File: src/hw/rtl/plist_pkg.sv
// ---------------------------------------------------------------------------
// Positional list engine package
// Shared widths, operation and status codes, sequencer states and the result
// record passed from the sequencer to the output register.
// ---------------------------------------------------------------------------
`default_nettype none

package plist_pkg;

	localparam int DATA_W       = 32;
	localparam int OP_W         = 3;
	localparam int POS_W        = 6;
	localparam int CNT_OUT_W    = 7;
	localparam int STATUS_W     = 2;
	localparam int CAPACITY_DEF = 64;

	typedef enum logic [OP_W-1:0] {
		OP_PUSH_FRONT = 3'd0,
		OP_PUSH_BACK  = 3'd1,
		OP_INSERT_AT  = 3'd2,
		OP_POP_FRONT  = 3'd3,
		OP_POP_BACK   = 3'd4,
		OP_REMOVE_AT  = 3'd5,
		OP_UPDATE_AT  = 3'd6,
		OP_NOP        = 3'd7
	} op_t;

	typedef enum logic [STATUS_W-1:0] {
		ST_OK     = 2'd0,
		ST_EMPTY  = 2'd1,
		ST_BADPOS = 2'd2,
		ST_FULL   = 2'd3
	} status_t;

	typedef enum logic [2:0] {
		S_IDLE,
		S_UP,
		S_DOWN,
		S_WRITE,
		S_DONE
	} fsm_t;

	typedef struct packed {
		logic idle;
		logic done;
	} ctl_stat_t;

	typedef struct packed {
		logic signed [DATA_W-1:0] value_out;
		status_t                  status;
		logic [CNT_OUT_W-1:0]     count_now;
	} res_t;

endpackage

`default_nettype wire

File: src/hw/rtl/plist_if.sv
// ---------------------------------------------------------------------------
// Positional list engine channels
// Request and response channels with a valid/ready handshake; one transaction
// moves at a rising edge where valid and ready are both high.
// ---------------------------------------------------------------------------
`default_nettype none

interface plist_req_if
	import plist_pkg::*;
();
	logic                     valid;
	logic                     ready;
	logic [OP_W-1:0]          opcode;
	logic [POS_W-1:0]         position;
	logic signed [DATA_W-1:0] value_in;

	modport source (output valid, output opcode, output position, output value_in,
		input ready);
	modport sink (input valid, input opcode, input position, input value_in,
		output ready);
endinterface

interface plist_rsp_if
	import plist_pkg::*;
();
	logic                     valid;
	logic                     ready;
	logic signed [DATA_W-1:0] value_out;
	logic [STATUS_W-1:0]      status;
	logic [CNT_OUT_W-1:0]     count_now;

	modport source (output valid, output value_out, output status, output count_now,
		input ready);
	modport sink (input valid, input value_out, input status, input count_now,
		output ready);
endinterface

`default_nettype wire

File: src/hw/rtl/plist_ram.sv
// ---------------------------------------------------------------------------
// Generic single-port-write, single-port-read RAM
// One write and one registered read per cycle; contents are undefined until
// written.
// ---------------------------------------------------------------------------
`default_nettype none

module plist_ram #(
	parameter int WIDTH = 32,
	parameter int DEPTH = 64,
	localparam int AW   = $clog2(DEPTH)
) (
	input  wire logic             clk,
	input  wire logic             wr_en,
	input  wire logic [AW-1:0]    wr_addr,
	input  wire logic [WIDTH-1:0] wr_data,
	input  wire logic             rd_en,
	input  wire logic [AW-1:0]    rd_addr,
	output logic      [WIDTH-1:0] rd_data
);

	logic [WIDTH-1:0] mem [DEPTH];

	always_ff @(posedge clk) begin
		if (wr_en) begin
			mem[wr_addr] <= wr_data;
		end
		if (rd_en) begin
			rd_data <= mem[rd_addr];
		end
	end

endmodule

`default_nettype wire

File: src/hw/rtl/plist_ctrl.sv
// ---------------------------------------------------------------------------
// Positional list sequencer
// Decodes one request, checks it against the entry count and walks the entry
// memory one entry a cycle to open or close a gap, then reports the result.
// ---------------------------------------------------------------------------
`default_nettype none

module plist_ctrl
	import plist_pkg::*;
#(
	parameter int CAPACITY = CAPACITY_DEF,
	localparam int AW      = $clog2(CAPACITY),
	localparam int CW      = $clog2(CAPACITY + 1),
	localparam int XW      = CW + POS_W
) (
	input  wire logic                     clk,
	input  wire logic                     arst_n,
	input  wire logic                     start,
	input  wire logic [OP_W-1:0]          opcode,
	input  wire logic [POS_W-1:0]         position,
	input  wire logic signed [DATA_W-1:0] value_in,
	output logic                          rd_en,
	output logic [AW-1:0]                 rd_addr,
	input  wire logic [DATA_W-1:0]        rd_data,
	output logic                          wr_en,
	output logic [AW-1:0]                 wr_addr,
	output logic [DATA_W-1:0]             wr_data,
	output ctl_stat_t                     stat,
	output res_t                          res
);

	fsm_t              state_q, state_d;
	logic [CW-1:0]     count_q;
	logic [CW-1:0]     cnt_next_q;
	logic [AW-1:0]     at_q;
	logic [AW-1:0]     ptr_q;
	logic [AW-1:0]     stop_q;
	logic [AW-1:0]     pend_addr_q;
	logic              pend_q;
	logic              grab_q;
	logic              wval_q;
	logic [DATA_W-1:0] val_q;
	logic [DATA_W-1:0] got_q;
	status_t           status_q;

	op_t               dec_op;
	logic [XW-1:0]     n_x;
	logic [XW-1:0]     nm1_x;
	logic [XW-1:0]     pos_x;
	logic [XW-1:0]     at_x;
	logic              is_full;
	logic              is_empty;
	fsm_t              dec_next;
	status_t           dec_status;
	logic              dec_wval;
	logic [AW-1:0]     dec_ptr;
	logic [AW-1:0]     dec_stop;
	logic [CW-1:0]     dec_cnt;

	always_comb begin
		dec_op   = op_t'(opcode);
		n_x      = XW'(count_q);
		nm1_x    = n_x - XW'(1);
		pos_x    = XW'(position);
		is_full  = (count_q == CW'(CAPACITY));
		is_empty = (count_q == '0);
		case (dec_op)
			OP_PUSH_FRONT, OP_POP_FRONT: at_x = '0;
			OP_PUSH_BACK:                at_x = n_x;
			OP_POP_BACK:                 at_x = nm1_x;
			default:                     at_x = pos_x;
		endcase
	end

	always_comb begin
		dec_next   = S_DONE;
		dec_status = ST_OK;
		dec_wval   = 1'b0;
		dec_ptr    = at_x[AW-1:0];
		dec_stop   = nm1_x[AW-1:0];
		dec_cnt    = count_q;
		case (dec_op)
			OP_PUSH_FRONT, OP_PUSH_BACK, OP_INSERT_AT: begin
				if (is_full) begin
					dec_status = ST_FULL;
				end else if (at_x > n_x) begin
					dec_status = ST_BADPOS;
				end else begin
					dec_wval = 1'b1;
					dec_cnt  = CW'(count_q + CW'(1));
					dec_ptr  = nm1_x[AW-1:0];
					dec_stop = at_x[AW-1:0];
					dec_next = (at_x == n_x) ? S_WRITE : S_UP;
				end
			end
			OP_POP_FRONT, OP_POP_BACK, OP_REMOVE_AT: begin
				if (is_empty) begin
					dec_status = ST_EMPTY;
				end else if (at_x >= n_x) begin
					dec_status = ST_BADPOS;
				end else begin
					dec_cnt  = CW'(count_q - CW'(1));
					dec_next = S_DOWN;
				end
			end
			OP_UPDATE_AT: begin
				if (is_empty) begin
					dec_status = ST_EMPTY;
				end else if (at_x >= n_x) begin
					dec_status = ST_BADPOS;
				end else begin
					dec_wval = 1'b1;
					dec_next = S_WRITE;
				end
			end
			default: begin
				dec_next = S_DONE;
			end
		endcase
	end

	always_comb begin
		state_d = state_q;
		case (state_q)
			S_IDLE: begin
				if (start) begin
					state_d = dec_next;
				end
			end
			S_UP, S_DOWN: begin
				if (ptr_q == stop_q) begin
					state_d = S_WRITE;
				end
			end
			S_WRITE: begin
				if (!pend_q) begin
					state_d = S_DONE;
				end
			end
			S_DONE:  state_d = S_IDLE;
			default: state_d = S_IDLE;
		endcase
	end

	always_comb begin
		rd_en   = (state_q == S_UP) || (state_q == S_DOWN);
		rd_addr = ptr_q;
		wr_en   = 1'b0;
		wr_addr = pend_addr_q;
		wr_data = rd_data;
		if (pend_q) begin
			wr_en = !grab_q;
		end else if (state_q == S_WRITE) begin
			wr_en   = wval_q;
			wr_addr = at_q;
			wr_data = val_q;
		end
		stat.idle     = (state_q == S_IDLE);
		stat.done     = (state_q == S_DONE);
		res.value_out = got_q;
		res.status    = status_q;
		res.count_now = CNT_OUT_W'(count_q);
	end

	always_ff @(posedge clk or negedge arst_n) begin
		if (!arst_n) begin
			state_q <= S_IDLE;
			count_q <= '0;
			pend_q  <= 1'b0;
			grab_q  <= 1'b0;
		end else begin
			state_q <= state_d;
			pend_q  <= rd_en;
			grab_q  <= (state_q == S_DOWN) && (ptr_q == at_q);
			if ((state_q == S_WRITE) && !pend_q) begin
				count_q <= cnt_next_q;
			end
		end
	end

	always_ff @(posedge clk) begin
		pend_addr_q <= (state_q == S_UP) ? AW'(ptr_q + AW'(1)) : AW'(ptr_q - AW'(1));
		if ((state_q == S_IDLE) && start) begin
			status_q   <= dec_status;
			at_q       <= at_x[AW-1:0];
			ptr_q      <= dec_ptr;
			stop_q     <= dec_stop;
			wval_q     <= dec_wval;
			val_q      <= value_in;
			cnt_next_q <= dec_cnt;
			got_q      <= '0;
		end else begin
			if (state_q == S_UP) begin
				ptr_q <= AW'(ptr_q - AW'(1));
			end else if (state_q == S_DOWN) begin
				ptr_q <= AW'(ptr_q + AW'(1));
			end
			if (pend_q && grab_q) begin
				got_q <= rd_data;
			end
		end
	end

endmodule

`default_nettype wire

File: src/hw/rtl/positional_list_engine_unit.sv
// ---------------------------------------------------------------------------
// Positional list engine
// Keeps an ordered list of up to CAPACITY signed 32-bit entries in one RAM.
//
// A request transaction on req carries an opcode, a position and a value;
// each request gives exactly one response transaction on rsp with the
// extracted value, a status code and the entry count after the operation.
// Requests are handled one at a time. An operation that moves entries walks
// the RAM one entry a cycle through its single read and write ports: an
// insert or an extract walks the entries from its position to the end of
// the list, an append or overwrite writes one entry without a walk, and a
// rejected request goes straight to its response.
// The response sits in an output register; a new request is taken while the
// previous response is being accepted, so a stalled receiver only holds off
// further requests and never loses a response. Reset empties the list at
// once; entry contents are not cleared and are never read before written.
// ---------------------------------------------------------------------------
`default_nettype none

module positional_list_engine_unit
	import plist_pkg::*;
#(
	parameter int CAPACITY = CAPACITY_DEF
) (
	input  wire logic  clk,
	input  wire logic  arst_n,
	plist_req_if.sink  req,
	plist_rsp_if.source rsp
);

	localparam int AW = $clog2(CAPACITY);

	ctl_stat_t         stat;
	res_t              res;
	res_t              rsp_q;
	logic              rsp_valid_q;
	logic              start;
	logic              rd_en;
	logic [AW-1:0]     rd_addr;
	logic [DATA_W-1:0] rd_data;
	logic              wr_en;
	logic [AW-1:0]     wr_addr;
	logic [DATA_W-1:0] wr_data;

	assign req.ready = stat.idle && (!rsp_valid_q || rsp.ready);
	assign start     = req.valid && req.ready;

	plist_ctrl #(
		.CAPACITY (CAPACITY)
	) u_ctrl (
		.clk      (clk),
		.arst_n   (arst_n),
		.start    (start),
		.opcode   (req.opcode),
		.position (req.position),
		.value_in (req.value_in),
		.rd_en    (rd_en),
		.rd_addr  (rd_addr),
		.rd_data  (rd_data),
		.wr_en    (wr_en),
		.wr_addr  (wr_addr),
		.wr_data  (wr_data),
		.stat     (stat),
		.res      (res)
	);

	plist_ram #(
		.WIDTH (DATA_W),
		.DEPTH (CAPACITY)
	) u_ram (
		.clk     (clk),
		.wr_en   (wr_en),
		.wr_addr (wr_addr),
		.wr_data (wr_data),
		.rd_en   (rd_en),
		.rd_addr (rd_addr),
		.rd_data (rd_data)
	);

	always_ff @(posedge clk or negedge arst_n) begin
		if (!arst_n) begin
			rsp_valid_q <= 1'b0;
		end else if (stat.done) begin
			rsp_valid_q <= 1'b1;
		end else if (rsp.ready) begin
			rsp_valid_q <= 1'b0;
		end
	end

	always_ff @(posedge clk) begin
		if (stat.done) begin
			rsp_q <= res;
		end
	end

	assign rsp.valid     = rsp_valid_q;
	assign rsp.value_out = rsp_q.value_out;
	assign rsp.status    = rsp_q.status;
	assign rsp.count_now = rsp_q.count_now;

	a_done_has_room: assert property (@(posedge clk) disable iff (!arst_n)
		stat.done |-> (!rsp_valid_q || rsp.ready))
		else $error("Result completed while the output register was still occupied.");

	a_one_at_a_time: assert property (@(posedge clk) disable iff (!arst_n)
		(req.valid && req.ready) |=> !req.ready)
		else $error("A second request was taken while one was still in progress.");

	a_failed_value_zero: assert property (@(posedge clk) disable iff (!arst_n)
		(rsp.valid && (rsp.status != ST_OK)) |-> (rsp.value_out == '0))
		else $error("A failed operation returned a non-zero value.");

endmodule

`default_nettype wire

File: src/flat_wrapper.sv
// flat-port wrapper written by rule: the top's interface ports become plain ports
module positional_list_engine_unit_flat import plist_pkg::*;
#(
	parameter int CAPACITY = CAPACITY_DEF
)
  (clk, arst_n, req_valid, req_opcode, req_position, req_value_in, req_ready, rsp_valid, rsp_value_out, rsp_status, rsp_count_now, rsp_ready);
  plist_req_if req_i ();
  plist_rsp_if rsp_i ();
  input  wire logic clk;
  input  wire logic arst_n;
  input wire logic [$bits(req_i.valid)-1:0] req_valid;
  input wire logic [$bits(req_i.opcode)-1:0] req_opcode;
  input wire logic [$bits(req_i.position)-1:0] req_position;
  input wire logic [$bits(req_i.value_in)-1:0] req_value_in;
  output wire logic [$bits(req_i.ready)-1:0] req_ready;
  output wire logic [$bits(rsp_i.valid)-1:0] rsp_valid;
  output wire logic [$bits(rsp_i.value_out)-1:0] rsp_value_out;
  output wire logic [$bits(rsp_i.status)-1:0] rsp_status;
  output wire logic [$bits(rsp_i.count_now)-1:0] rsp_count_now;
  input wire logic [$bits(rsp_i.ready)-1:0] rsp_ready;
  assign req_i.valid = req_valid;
  assign req_i.opcode = req_opcode;
  assign req_i.position = req_position;
  assign req_i.value_in = req_value_in;
  assign req_ready = req_i.ready;
  assign rsp_valid = rsp_i.valid;
  assign rsp_value_out = rsp_i.value_out;
  assign rsp_status = rsp_i.status;
  assign rsp_count_now = rsp_i.count_now;
  assign rsp_i.ready = rsp_ready;
  positional_list_engine_unit #(.CAPACITY(CAPACITY)) u_core (.clk(clk), .arst_n(arst_n), .req(req_i), .rsp(rsp_i));
endmodule
File: config.mk
export PLATFORM = sky130hd
export DESIGN_NAME = positional_list_engine_unit_flat
export DESIGN_NICKNAME = d
export VERILOG_FILES = /design/src/hw/rtl/plist_pkg.sv /design/src/hw/rtl/plist_if.sv /design/src/hw/rtl/plist_ram.sv /design/src/hw/rtl/plist_ctrl.sv /design/src/hw/rtl/positional_list_engine_unit.sv /design/src/flat_wrapper.sv
export SDC_FILE = /design/constraint.sdc
export NUM_CORES = 2
export LEC_CHECK = 0
export BUFFER_PORTS_ARGS = -buffer_cell sky130_fd_sc_hd__buf_2
export CORE_MARGIN = 10
export CORE_UTILIZATION = 40
export DETAILED_ROUTE_END_ITERATION = 10
export GPL_TIMING_DRIVEN = 1
export PLACE_DENSITY_LB_ADDON = 0.2
export RECOVER_POWER = 50
export SYNTH_ARGS = -nofsm -noshare
export SYNTH_HDL_FRONTEND = slang
export SYNTH_SLANG_ARGS = --single-unit
File: constraint.sdc
create_clock -name clk -period 4.05 [get_ports clk]
set_input_delay 1.215 -clock clk [delete_from_list [all_inputs] [get_ports clk]]
set_output_delay 1.215 -clock clk [all_outputs]
set_load 0.01 [all_outputs]
# After elaboration in Yosys (flattened, before gate mapping)
# Memory sizes are Yosys's and may differ from the RTL's. A register that Yosys moved wholly into a read port is not among the register bits.
# Cells that the tools add are included.
[classes] add_sub_neg=5 mul=0 div=0 order_cmp=2 n_eq_ne=17 shift=0 muxes=48 bitwise=0 n_reduce_logical=22
[op_table] op="$mux W6" n=12
[op_table] op="$mux W32" n=2
[op_table] op="$pmux W13 S3" n=1
[op_table] op="$mux W7" n=4
[op_table] op="$mux W3" n=9
[op_table] op="$pmux W3 S3" n=2
[op_table] op="$pmux W7 S2" n=1
[op_table] op="$eq A13 B7 Y1" n=1
[op_table] op="$ge A13 B7 Y1" n=1
[op_table] op="$gt A13 B7 Y1" n=1
[op_table] op="$eq A3 B2 Y1 const B" n=4
[op_table] op="$eq A3 B3 Y1 const B" n=4
[op_table] op="$eq A6 B6 Y1" n=2
[op_table] op="$mux W1" n=10
[op_table] op="$mux W2" n=5
[op_table] op="$sub A7 B1 Y8 const B" n=1
[op_table] op="$add A7 B1 Y7 const B" n=1
[op_table] op="$eq A7 B7 Y1 const B" n=1
[op_table] op="$logic_not A7 Y1" n=1
[op_table] op="$sub A7 B1 Y7 const B" n=1
[op_table] op="$add A6 B1 Y6 const B" n=1
[op_table] op="$eq A3 B1 Y1 const B" n=2
[op_table] op="$logic_and A1 B1 Y1" n=6
[op_table] op="$logic_not A3 Y1" n=2
[op_table] op="other kinds (12)" n=19
[totals] reg_bits=152 latchBits=0 ramBits=2048 mem_bits_ro=0 word_cells=112 memories=1
[memory_table] name="u_core.u_ram.mem" words=64 width=32 rd=1 rd_ports_with_merged_regs=1 write_ports=1 line_no="plist_ram.sv:22" source="logic [WIDTH-1:0] mem [DEPTH];"

# Logic depth before layout (Yosys ltp)
[logic_depth] depth_word=10 mapped_depth=14

# Modules after synthesis
# A second synthesis with hierarchy kept.
[hier_totals] hier_cells=3935 hier_area_um2=85909.9
[by_module_without_submodules] mod="plist_ram" instances=1 cells_each=3324 area_each_um2=78835.6
[by_module_without_submodules] mod="plist_ctrl" instances=1 cells_each=565 area_each_um2=5785.5
[by_module_without_submodules] mod="positional_list_engine_unit" instances=1 cells_each=46 area_each_um2=1288.7

# Worst setup path after synthesis
# No wires, ideal clock.
[synth_timing] path_kind="input port to flip-flop" startpoint="input port req_opcode[0]" endpoint="register u_core.u_ctrl.cnt_next_q[4] (data pin)" setup_time_ns=0.265 arrival_time_ns=3.763 required_time_ns=3.785 setup_slack_ns=0.021 path_stages=11 n_path_buf=1 cell_sequence="buf_2 -> nor2b_1 -> o21ba_2 -> o31ai_1 -> ha_1 -> a21o_1 -> a21oi_2 -> nand2b_1 -> nand2_1 -> o211a_1 -> or3_1"
[synth_via] elab_chain_cells=7
[synth_rtl] element="start, declared" line_no="flat_wrapper.sv:12" source="input wire logic [$bits(req_i.opcode)-1:0] req_opcode;"
[synth_rtl] element="$eq A3 B2 Y1 / $logic_not A3 Y1 (equally long branches)" line_no="plist_ctrl.sv:67" source="case (dec_op)"
[synth_rtl] element="$reduce_or A2 Y1" line_no="plist_ctrl.sv:67"
[synth_rtl] element="$pmux W13 S3 (*)" line_no="plist_ctrl.sv:67"
[synth_rtl] element="net u_core.u_ctrl.at_x[5]" line_no="plist_ctrl.sv:50" source="logic [XW-1:0] at_x;"
[synth_rtl] element="$ge A13 B7 Y1 / $gt A13 B7 Y1 (equally long branches)" line_no="plist_ctrl.sv:99, plist_ctrl.sv:86"
[synth_rtl] element="$mux W7 (on tied branches)" line_no="plist_ctrl.sv:99, plist_ctrl.sv:86"
[synth_rtl] element="$mux W7 (on tied branches)" line_no="plist_ctrl.sv:97, plist_ctrl.sv:84"
[synth_rtl] element="$pmux W7 S2 (*)" line_no="plist_ctrl.sv:82" source="case (dec_op)"
[synth_rtl] element="net u_core.u_ctrl.dec_cnt[4]" line_no="plist_ctrl.sv:58" source="logic [CW-1:0] dec_cnt;"
[synth_rtl] element="end signal, assigned" line_no="plist_ctrl.sv:190" source="cnt_next_q <= dec_cnt;"
[synth_rtl] element="end, declared" line_no="plist_ctrl.sv:34" source="logic [CW-1:0] cnt_next_q;"
# Mark *: on every way through the listed nets, which the timed path passes. The rest lies on a longest branch.
# A chain may end at the register's enable or synchronous reset.

# Worst setup path in the final report
[layout_timing] startpoint="register u_core.u_ctrl.state_q[1]" endpoint="register u_core.u_ram.rd_data[15], read port of u_core.u_ram.mem (enable)"
[layout_via] elab_chain_cells=2
[layout_rtl] element="start, declared" line_no="plist_ctrl.sv:32" source="fsm_t state_q, state_d;"
[layout_rtl] element="start signal, assigned" line_no="plist_ctrl.sv:172" source="state_q <= state_d;"
[layout_rtl] element="$eq A3 B1 Y1 / $eq A3 B2 Y1 (equally long branches)" line_no="plist_ctrl.sv:146" source="rd_en = (state_q == S_UP) || (state_q == S_DOWN);"
[layout_rtl] element="$logic_or A1 B1 Y1 (*)" line_no="plist_ctrl.sv:146"
[layout_rtl] element="net u_core.rd_en" line_no="positional_list_engine_unit.sv:38" source="logic rd_en;"
[layout_rtl] element="end, declared" line_no="plist_ram.sv:19" source="output logic [WIDTH-1:0] rd_data"
# Marked as above.

==> results.md <==
- Hold Path Class: flop to flop
- Part of the cycle the worst path needs: 0.929
- Vias in the first global route: roughly 42000
- Post-detail-place hpwl: roughly 130000 um
- H-Tree Depth: 4
- Setup Fix Bufs, Post-CTS: 0
- Mapped Avg Cell Area: approximately 22 um^2
- Setup crit end kind: flop
- Dpl cell area: 0.0920 mm^2
- Synth top cells by count: edfxtp_1, mux4_2, nand2_1
- Num CTS Buffers: between 200 and 250
- Crit Path Max Fanout: 21
- WP buf/inv: 2
- Total power draw: between 70 and 80 mW
- Psw: ~24 mW
- Clock sink count: roughly 2200
- Post-synth top flop: edfxtp_1
- Sequential area share after synthesis: 0.781
- CP delay by family, top: simple AND/OR/NAND/NOR gates
- Combinational power share: 0.317
- Clock tree buffer depth: 3
- Clk pin slew, worst setup/hold paths: roughly 0.060 ns
- Max Fclk: 0.266 GHz
- Flop2flop setup slack: between 0.2 and 0.3 ns
- Placed cells: 6829
- Vert. Die Dim: roughly 480 um
- Core box area: about 0.21 mm^2
- Via Count: slightly above 40000
- Synth async-reset ratio: 0.00582
- Initial detailed-routing violation count: between 4000 and 5000
- Run status: finished with violations
- Net Sw Frac: 0.330
- Mapped Cells: 3880
- Post-CTS Hold Fix Bufs: 0
- Syn Nets: 3937
- Max cap viols: 17
- Most common cell in the netlist: edfxtp_1
- Peak VDD IR: 0.000580 V
- Worst EP arrival: 4.29 ns
- CP peak stage delay: ~2.1 ns
- Final wirelength: around 230000 um
- RSZ-0062 raised after global routing: no
- Die ar.: ~0.23 mm^2
- Final net count: 4285
- DRT Pass-1 Iters: 8
- Final Cell Area: roughly 0.098 mm^2
- CTS tree: done
- WL per Instance: roughly 31 um
- Flops & latches, synth: 2232
- Unique masters post-synth: 73
- Die X: between 400 and 500 um
- Final Setup Violations: 0
- RePlAce Congestion: between 0.8 and 0.9
- Mapped cell area: approximately 0.085 mm^2
- Synth warn: 0
- Final ANT Viol Nets: 0
- Residual DRC: 0
- Slew headroom: -0.955
- Slowest-stage cell, CP: nor2_1
- Cell Pwr Density: ~750 mW/mm^2
- Crit path required time: ~4.6 ns
- CP Class: flop to flop
- Dominant cells by area after synthesis: edfxtp_1, mux4_2, a22oi_1
- Int Power: about 50 mW
- Initial antenna violation count: 9
- Total Routing Usage GR: 0.193
- Gr ovfl total: 0
- PortBufs: just under 90
- Post-synth EDFFs: between 2000 and 2500
- I/O Pins: 88
- Layout area overhead: 15.4%
- LEAKAGE: approximately 30 nW
- Post-CTS sizing: 0
- Setup TNS: 0 ns
- Slew @ Worst Pin: 2.92 ns
- Failing checks: max-capacitance violations, max-slew violations
- Synth area leader: edfxtp_1
- Worst-path cell chain: buf_4 > xnor2_1 > nor2_1 > buf_4
- Clock share of power: 0.271
- FP Rows: roughly 170
- Worst-Skew Late Latency: 0.86 ns
- Yosys top cell area share: 0.768
- Starting density of the core: 0.402
- Non-Filler Instances: about 7200
- Reg power frac: 0.412
- Via density: ~5.7
- Hold Violations, Final: 0
- Slew Viols, Final: 808
- Type of origin of the critical path: flop
- Crit-path most repeated cell: buf_4
- Root buf cell: clkbuf_16
- Largest net degree at the start of global routing: 86
- Setup Skew: between 0.03 and 0.04 ns
- Final critical-path required period: 3.76 ns
- Layout cells sized above 1: 0.272
- First-pass GRT wire length: 321000 um
## metrics by stage
stage                util  setup WS [ns]  hold WS, ns
floorplan               -         0.0213        0.400
global placement    0.434        -0.0702        0.414
detailed placement  0.434        0.00146        0.419
CTS                 0.466          0.412        0.222
global route        0.464          0.106        0.444
finish              0.464          0.287        0.429
## per-layer routing
layer | up-vias | track usage | part of all wire
met1 | 22500 | 0.267 | 0.42
met4 | 0 | 0.0787 | 0.043
met5 | - | 0 | 0
li1 | 17200 | - | -
met2 | 1487 | 0.305 | 0.47
met3 | 347 | 0.0342 | 0.067
## registers in the layout, summed over array words and instances (netlist names), 3 cells and up
signal	cells
u_core.rsp.count_now	7
u_core.rsp.value_out	32
u_core.u_ctrl.at_q	6
u_core.u_ctrl.cnt_next_q	7
u_core.u_ctrl.count_q	7
u_core.u_ctrl.got_q	32
u_core.u_ctrl.pend_addr_q	6
u_core.u_ctrl.rd_addr	6
u_core.u_ctrl.state_q	3
u_core.u_ctrl.stop_q	6
u_core.u_ctrl.val_q	32
u_core.u_ram.mem	2048
u_core.u_ram.rd_data	32
## power by group through the flow
stage | Clock [mW] | Combinational (mW) | Sequential (mW)
6_report | 19.9 | 23.3 | 30.2
5_1_grt | 21.2 | 24.7 | 30.3
4_1_cts | 20.3 | 23.9 | 30.0
3_5_place_dp | 0 | 23.8 | 30.5
3_3_place_gp | 0 | 23.6 | 30.5
2_1_floorplan | 0 | 13.5 | 30.3
## layout by cell type, fill, tap and decap left out, drive strengths merged, types with 7 or more instances in the layout
cell type	count
diode	7
dfxtp	38
a22oi	164
mux2	37
mux4	512
a221oi	64
nor2b	9
dfrtp	13
bufinv	20
o21ai	30
buf	253
nand2b	16
edfxtp	2181
nand3	20
mux2i	13
nor2	83
clkbuf	362
a21oi	43
inv	22
o221ai	35
ha	12
clkinv	106
xor2	11
a22o	64
nor3	11
nand2	184
xnor2	19
## path summary, 6_finish.rpt
kind                       cells after the start                                  from                                    to
min in group asynchronous                      1                                arst_n  u_core.u_ctrl.count_q[2]$_DFFE_PN0P_
max in group asynchronous                      1                                arst_n        u_core.u_ctrl.grab_q$_DFF_PN0_
max                                            4  u_core.u_ctrl.state_q[1]$_DFFE_PN0P_    u_core.u_ram.rd_data[15]$_DFFE_PP_
max reg2reg                                    4  u_core.u_ctrl.state_q[1]$_DFFE_PN0P_    u_core.u_ram.rd_data[15]$_DFFE_PP_
min                                            0  u_core.u_ctrl.got_q[13]$_SDFFE_PP0P_    u_core.rsp.value_out[13]$_DFFE_PP_
min reg2reg                                    0  u_core.u_ctrl.got_q[13]$_SDFFE_PP0P_    u_core.rsp.value_out[13]$_DFFE_PP_
## kinds of logic after synthesis
logic type,Yosys count,share of synthesized area
DFF,2232,0.781
muxes,562,0.142
AOI/OAI and AO/OA,446,0.0407
and+or+nand+nor,357,0.0182
buffers and inverters,241,0.0141
xor gates and xnor gates,30,0.00308
adders and majority gates,12,0.00176
## area by class of cell
class	count	area, um^2
flip-flops and latches	2232	66600
clock buffers	264	5700
diodes	7	17.5
repair buffers	351	3220
fillers	17500	114000
clock inverters	134	1250
inverters	18	68.8
well taps	2821	3530
multi-input cells	1407	18000
No activity file was read; power rests on OpenSTA's default activity.
